==> config.mk <==
export PLATFORM = sky130hd
export DESIGN_NAME = tbc_front
export DESIGN_NICKNAME = d
export VERILOG_FILES = /design/src/rtl/core/tbc_pkg.sv /design/src/rtl/core/tbc_front.sv
export SDC_FILE = /design/constraint.sdc
export NUM_CORES = 1
export LEC_CHECK = 0
export ABC_AREA = 1
export BUFFER_PORTS_ARGS = -buffer_cell sky130_fd_sc_hd__buf_2
export CORE_MARGIN = 5
export CORE_UTILIZATION = 52
export DETAILED_ROUTE_END_ITERATION = 6
export PLACE_DENSITY = 0.88
export SLEW_MARGIN = 20
export SYNTH_ARGS = -nofsm -noshare
export SYNTH_HDL_FRONTEND = slang
export SYNTH_SLANG_ARGS = --single-unit
==> constraint.sdc <==
create_clock -name clk -period 8.18 [get_ports clk]
set_input_delay 0 -clock clk [delete_from_list [all_inputs] [get_ports clk]]
set_output_delay 0 -clock clk [all_outputs]
set_load 0.01 [all_outputs]
==> src/rtl/core/tbc_pkg.sv <==
package tbc_pkg;

	typedef enum logic [1:0] {
		OP_ENABLE = 2'd0,
		OP_WAKE   = 2'd1,
		OP_RUN    = 2'd2,
		OP_STOP   = 2'd3
	} op_t;

	typedef enum logic [4:0] {
		ST_IDLE, ST_ENABLE, ST_READ, ST_LOAD,
		ST_WAKE, ST_W_DIV1, ST_W_WAIT1, ST_W_DIV2, ST_W_WAIT2, ST_W_DIV3, ST_W_WAIT3,
		ST_RUN, ST_RUN2, ST_STOP, ST_STOP2, ST_S_WAIT, ST_WB
	} seq_state_t;

	typedef struct packed {
		op_t         op;
		logic [7:0]  task_id;
		logic [63:0] now_ns;
		logic [31:0] switch_count;
		logic [13:0] nice_weight;
		logic        compositor;
	} req_t;

	typedef struct packed {
		logic [63:0] vtime;
		logic [63:0] last_run;
		logic [63:0] last_wake;
		logic [63:0] mean_rt;
		logic [31:0] last_sw;
		logic [6:0]  wake_rate;
		logic [9:0]  sw_rate;
		logic [4:0]  age;
		logic [1:0]  tier;
		logic [7:0]  score;
	} ent_t;

	localparam logic [1:0]  TIER_BULK  = 2'd0;
	localparam logic [1:0]  TIER_INTER = 2'd1;
	localparam logic [1:0]  TIER_CRIT  = 2'd2;

	localparam logic [31:0] BASE_SLICE_RST = 32'd1000000;
	localparam logic [31:0] SLICE_FLOOR    = 32'd100000;
	localparam logic [63:0] RATE_SCALE     = 64'd100000000;
	localparam logic [63:0] INIT_MEAN      = 64'd100000;
	localparam logic [6:0]  INIT_WAKE_RATE = 7'd20;
	localparam logic [6:0]  WAKE_RATE_MAX  = 7'd64;
	localparam logic [9:0]  SW_RATE_MAX    = 10'd512;
	localparam logic [7:0]  SCORE_MAX      = 8'd255;
	localparam logic [63:0] SCORE_CRIT     = 64'd32;
	localparam logic [63:0] SCORE_INTER    = 64'd8;
	localparam logic [4:0]  AGE_YOUNG      = 5'd2;
	localparam logic [4:0]  AGE_SLOW       = 5'd8;
	localparam logic [4:0]  AGE_MAX        = 5'd16;
	localparam logic [8:0]  TW_BATCH       = 9'd128;
	localparam logic [8:0]  TW_INTER       = 9'd192;
	localparam logic [8:0]  TW_CRIT        = 9'd256;

endpackage

==> src/rtl/core/tbc_front.sv <==
module tbc_front (
	input  logic                clk,
	input  logic                arst_n,
	input  logic                in_valid,
	output logic                in_ready,
	input  logic [1:0]          func,
	input  logic [7:0]          task_id,
	input  logic [63:0]         now_ns,
	input  logic [31:0]         switch_count,
	input  logic [13:0]         nice_weight,
	input  logic                compositor,
	input  logic                pop,
	output logic                q_nempty,
	output tbc_pkg::req_t       head
);

	tbc_pkg::req_t q_q [2];
	tbc_pkg::req_t req_d;
	tbc_pkg::op_t  op_d;
	logic          wr_ptr_q;
	logic          rd_ptr_q;
	logic [1:0]    cnt_q;
	logic          push;

	always_comb begin
		op_d = tbc_pkg::op_t'(func);
	end

	always_comb begin
		req_d.op           = op_d;
		req_d.task_id      = task_id;
		req_d.now_ns       = now_ns;
		req_d.switch_count = switch_count;
		req_d.nice_weight  = nice_weight;
		req_d.compositor   = compositor;
	end

	assign in_ready = (cnt_q != 2'd2);
	assign push     = in_valid & in_ready;
	assign q_nempty = (cnt_q != 2'd0);
	assign head     = q_q[rd_ptr_q];

	always_ff @(posedge clk) begin
		if (push) begin
			q_q[wr_ptr_q] <= req_d;
		end
	end

	always_ff @(posedge clk or negedge arst_n) begin
		if (!arst_n) begin
			wr_ptr_q <= 1'b0;
			rd_ptr_q <= 1'b0;
			cnt_q    <= 2'd0;
		end else begin
			if (push) begin
				wr_ptr_q <= ~wr_ptr_q;
			end
			if (pop) begin
				rd_ptr_q <= ~rd_ptr_q;
			end
			if (push && !pop) begin
				cnt_q <= cnt_q + 2'd1;
			end else if (pop && !push) begin
				cnt_q <= cnt_q - 2'd1;
			end
		end
	end

endmodule

== After elaboration in Yosys (flattened, before gate mapping) ==
Memories as Yosys holds them, arrays and structs flattened.
Cells that the tools add are included.

* Input bits: 125
* Memories kept: 1
* RAM bits: 242
* Logic and storage cells: 20
* Bits in registers: 4
* Output and inout bits: 123

{| class="wikitable"
|+ Memory list
! name !! words !! bits a word !! read ports !! clocked after Yosys merged registers in !! write ports !! RTL line !! text
|-
| q_q || 2 || 121 || 1 || 0 || 1 || tbc_front.sv:17 || <nowiki>tbc_pkg::req_t q_q [2];</nowiki>
|}

* Multiplexer cells: 4
* Equal/unequal tests: 1
* Add/sub/neg operators: 2
* Reduce and logical (&&, ||, !) cells: 6
* Bitwise operators: 3

{| class="wikitable"
|+ Operator list
! kind !! count
|-
| 2-to-1 mux 2 bit || 2
|-
| nonzero test 2 bit || 2
|-
| adder 2 x 1 -> 2 bit, second input constant || 1
|-
| logical AND 1 bit || 2
|-
| zero test 1 bit || 2
|-
| 2-to-1 mux 1 bit || 2
|-
| != test 2 bit, second input constant || 1
|-
| inverter 1 bit || 2
|-
| subtractor 2 x 1 -> 2 bit, second input constant || 1
|-
| bitwise AND 1 bit || 1
|}

== Longest topological paths before layout ==
* Depth in word-level cells: 6
* Mapped depth: 10
* Mapped depth without buffers: 10

== Least setup slack after synthesis ==
No wires, ideal clock.

* Kind: reg-to-reg
* Start: register cnt_q[0]
* End: memory q_q[0][0] (netlist bit) (enable)
* Clock period less this slack: 6.305 ns
* Path slack: 1.875 ns
* Data arrival time: 5.703 ns
* Stages on the path, launching flop included: 5
* Setup time: 0.603 ns
* Data required time: 7.577 ns
* Path buffers: 0
* Cell sequence: dfrtp_1 -> inv_1 -> nand2_1 -> nand2_1 -> nor2_1

* Cells in the longest elaborated chain, start to end: 4

{| class="wikitable"
|+ RTL lines
! element !! RTL line !! text
|-
| start: declaration || tbc_front.sv:22 || <nowiki>logic [1:0] cnt_q;</nowiki>
|-
| start signal: assignment || tbc_front.sv:62 || <nowiki>cnt_q <= cnt_q + 2'd1;</nowiki>
|-
| start signal: assignment || tbc_front.sv:64 || <nowiki>cnt_q <= cnt_q - 2'd1;</nowiki>
|-
| != test 2 bit || tbc_front.sv:38 || <nowiki>assign in_ready = (cnt_q != 2'd2);</nowiki>
|-
| net in_ready || tbc_front.sv:5 || <nowiki>output logic in_ready,</nowiki>
|-
| bitwise AND 1 bit || tbc_front.sv:39 || <nowiki>assign push = in_valid & in_ready;</nowiki>
|-
| 2-to-1 mux 1 bit || tbc_front.sv:44 || <nowiki>if (push) begin</nowiki>
|-
| 2-to-1 mux 1 bit (implied by the code) || tbc_front.sv:45 || <nowiki>q_q[wr_ptr_q] <= req_d;</nowiki>
|-
| end: declaration || tbc_front.sv:17 ||
|}

The timed path passes the listed nets, and every way through them passes these cells.

==> out/qor.log <==
[layout] Synth-to-Final Area Change 38.1%
[timing] RSZ-0062 raised after global routing no
[clocking] latest clock arrival within the worst-skew pair 0.50 ns
[hold_path] worst hold path stage count 2
[hold_path] Min-Delay Path Class input pin to register
[grt] Congestion Overflow GR 0
[layout] number of inserted filler cells in the final layout 989
[floorplanning] # IOs 248
[layout] fin area 12800 sq um
[timing] Max Fclk 337 MHz
[pwr] areal power density over the cells 339 nW/um^2
[synth] post-synthesis instance area 9280 sq um
[clocking] Max H-tree Level 1
[hold_path] hold_sp now_ns[56]
[placement] IO buf count 247
[placement] total placed instance area 10700 sq um
[grt] antenna violations before repair 1
[clocking] maximum root-to-sink buffer count 3
[floorplanning] overall die area 20600 sq um
[critical_path] Worst EP required 8.18 ns
[synth] total of warnings raised by yosys 0
[clocking] clock tree root driver cell clkbuf_16
[critical_path] origin of the critical flop-to-flop path cnt_q[0]
[flow_run] max-cap violation count 0
[critical_path] startpoint type of the worst setup path register
[timing] Worst Tran Pin Value 0.947 ns
[layout] final net count 918
[critical_path] Worst Path Max Fanout 64
[drt] detail-routed via count per cell 5.01
[synth] Seq cells post-synth 246
[timing] tightest slew margin relative to the limit 0.369
[hold_path] hold path endpoint q_q[0][103]
[grt] global-route wire length before repair 31300 um
[critical_path] slack of the worst reg-to-reg path 5.50 ns
[clocking] Reg clk slew, reported paths 0.06 ns
[timing] min Tclk post-route 2.97 ns
[floorplanning] x dimension of the die 144 um
[clocking] count of clock tree sinks 246
[synth] Synth Instances 403
[pwr] worst-case vdd ir drop 0.000212 V
[timing] crit share post-route 0.363
[layout] Register Area 7370 sq um
[drt] Final Routed Wirelength 21000 um
[grt] maximum number of pins on one net before global-route repair 65
[synth] synthesized area per cell 23.0 sq um
[outcome] status finished, final reports clean
[grt] vias in the first global route 5801
[floorplanning] Die Span Y 144 um
[drt] final antenna-violating net count 0
[layout] fraction of layout instances using a drive strength above 1 0.506
[layout] area taken by multi-input logic gates 1760 sq um
[placement] placed cells 866
[clocking] clock buffer count from CTS 24
[critical_path] capturing element type of the critical path output port
[drt] routed len/inst 20.3 um
[floorplanning] starting density of the core 0.533
[drt] via count of the routed design 5192
[critical_path] path type of the worst setup path register to output port
[synth] distinct cell type count of the synthesized netlist 15
[floorplanning] FP Rows 48
[layout] count of placed standard cells in the final layout, fillers left out 1036
[timing] final number of setup-violating endpoints 0
[grt] Overall Global Routing Usage 0.199
[placement] placer congestion estimate 0.757
[synth] nets in the synthesized netlist 529
[synth] register area share after synthesis 0.794
[timing] Final Hold Vio Count 0
[drt] Detailed Route Iter0 Violations 249
[clocking] clock tree from TritonCTS yes
[floorplanning] core outline area 17400 sq um
[timing] setup_tns 0 ns
[timing] max-slew violations 0
[critical_path] Arrival @ worst endpoint 2.97 ns
[placement] detailed placer's ending HPWL 12500 um
[drt] DR pass1 iterations 4
[critical_path] FF-to-FF End q_q[0][0]
[critical_path] worst reg-to-reg path cell count 6
[drt] Post-route DRC 0
[timing] final worst clock skew 0.00797 ns
[pwr] leakage power 5.12 nW
==> Yosys cell counts, drive strengths merged <==
master / number / area (sq um)
mux2: 121 / 1660
xnor2: 1 / 8.76
inv: 7 / 26.3
xor2: 2 / 17.5
edfxtp: 242 / 7270
ha: 1 / 12.5
nand4: 1 / 6.26
nand2: 7 / 26.3
buf: 14 / 136
dfrtp: 4 / 100
nor2: 2 / 7.51
nand3: 1 / 5.00
==> sequential cells by signal (all words and copies together) (netlist names) <==
name	flops
cnt_q	2
q_q	242
rd_ptr_q	1
wr_ptr_q	1
==> placed cells by master (no fill, tap or decap) <==
cell	instances
clkinvlp_4	1
mux2_2	41
nand4_1	1
xnor2_1	1
nand3_1	1
diode_2	1
dfrtp_4	1
dlygate4sd3_1	125
clkinv_1	4
ha_1	1
mux2_4	80
inv_1	7
dfrtp_1	3
buf_6	1
nor2_4	2
bufinv_16	5
nand2_1	7
clkbuf_16	25
clkbuf_1	6
buf_4	4
buf_2	247
clkinv_2	3
xor2_1	2
edfxtp_1	242
==> where the power goes <==
part           switching (mW)  internal, mW  leakage (nW)
combinational           0.648         0.662          2.42
clock                   0.440         0.716         0.404
sequential              0.143          1.73          2.30
==> layer usage <==
metal / GRT usage / share of wire / wire (um)
met1: 0.232 / 0.37 / 7700
met2: 0.371 / 0.54 / 11300
met3: 0.0423 / 0.077 / 1610
met4: 0.0555 / 0.021 / 440
met5: 0 / 0 / 0
==> worst max-delay path by stage <==
stage | start | end | slack, ns | cells past startpoint
after detailed placement | cnt_q[0] | q_q[0][119] | 5.48 | 6
after CTS | rd_ptr_q | head[3] | 4.94 | 3
after global placement | cnt_q[0] | q_q[0][20] | 5.56 | 6
after floorplan | cnt_q[0] | q_q[0][0] | 1.87 | 4
final | rd_ptr_q | head[3] | 5.21 | 3
after global routing | rd_ptr_q | head[3] | 5.12 | 3
==> stage by stage <==
step                hold slack (ns)   util  power [mW]  worst slack (ns)
floorplan                    -0.296      -        2.77              1.87
global placement             -0.190  0.615        3.10              5.56
detailed placement           -0.185  0.615        3.15              5.48
CTS                           0.192  0.735        4.35              4.94
global route                  0.212  0.735        4.52              5.12
finish                        0.221  0.735        4.34              5.21
==> cell type report <==
| class | instances | share of cell area |
|---|---|---|
| clock buffers | 31 | 0.0506 |
| multi-input cells | 136 | 0.138 |
| diodes | 1 | 0.000195 |
| well taps | 225 | 0.0220 |
| flip-flops and latches | 246 | 0.576 |
| clock inverters | 13 | 0.0147 |
| repair buffers | 377 | 0.197 |
| inverters | 7 | 0.00205 |
==> logic make-up (layout without fill, tap and decap cells) <==
family        after synthesis  after routing  synth area share
xor+xnor                    3              3           0.00283
fa+ha+maj                   1              1           0.00135
buf+inv                    21            428            0.0175
flops                     246            246             0.794
mux                       121            121             0.179
other cells                 0              1                 0
simple gates               11             11           0.00486
==> critical path: stages, from the launching register on <==
cell and delay [ns]:
dfrtp_4 0.99, buf_6 0.72, mux2_2 0.43, buf_2 0.15
==> what timing repair did <==
| action | 4_1_cts | 5_1_grt |
|---|---|---|
| hold buffers | 125 | 0 |
| hold endpoints to repair | 249 | 0 |
| buffers inserted | 0 | 0 |
| gates resized for setup | 0 | 0 |
No activity file was read; power rests on OpenSTA's default activity.
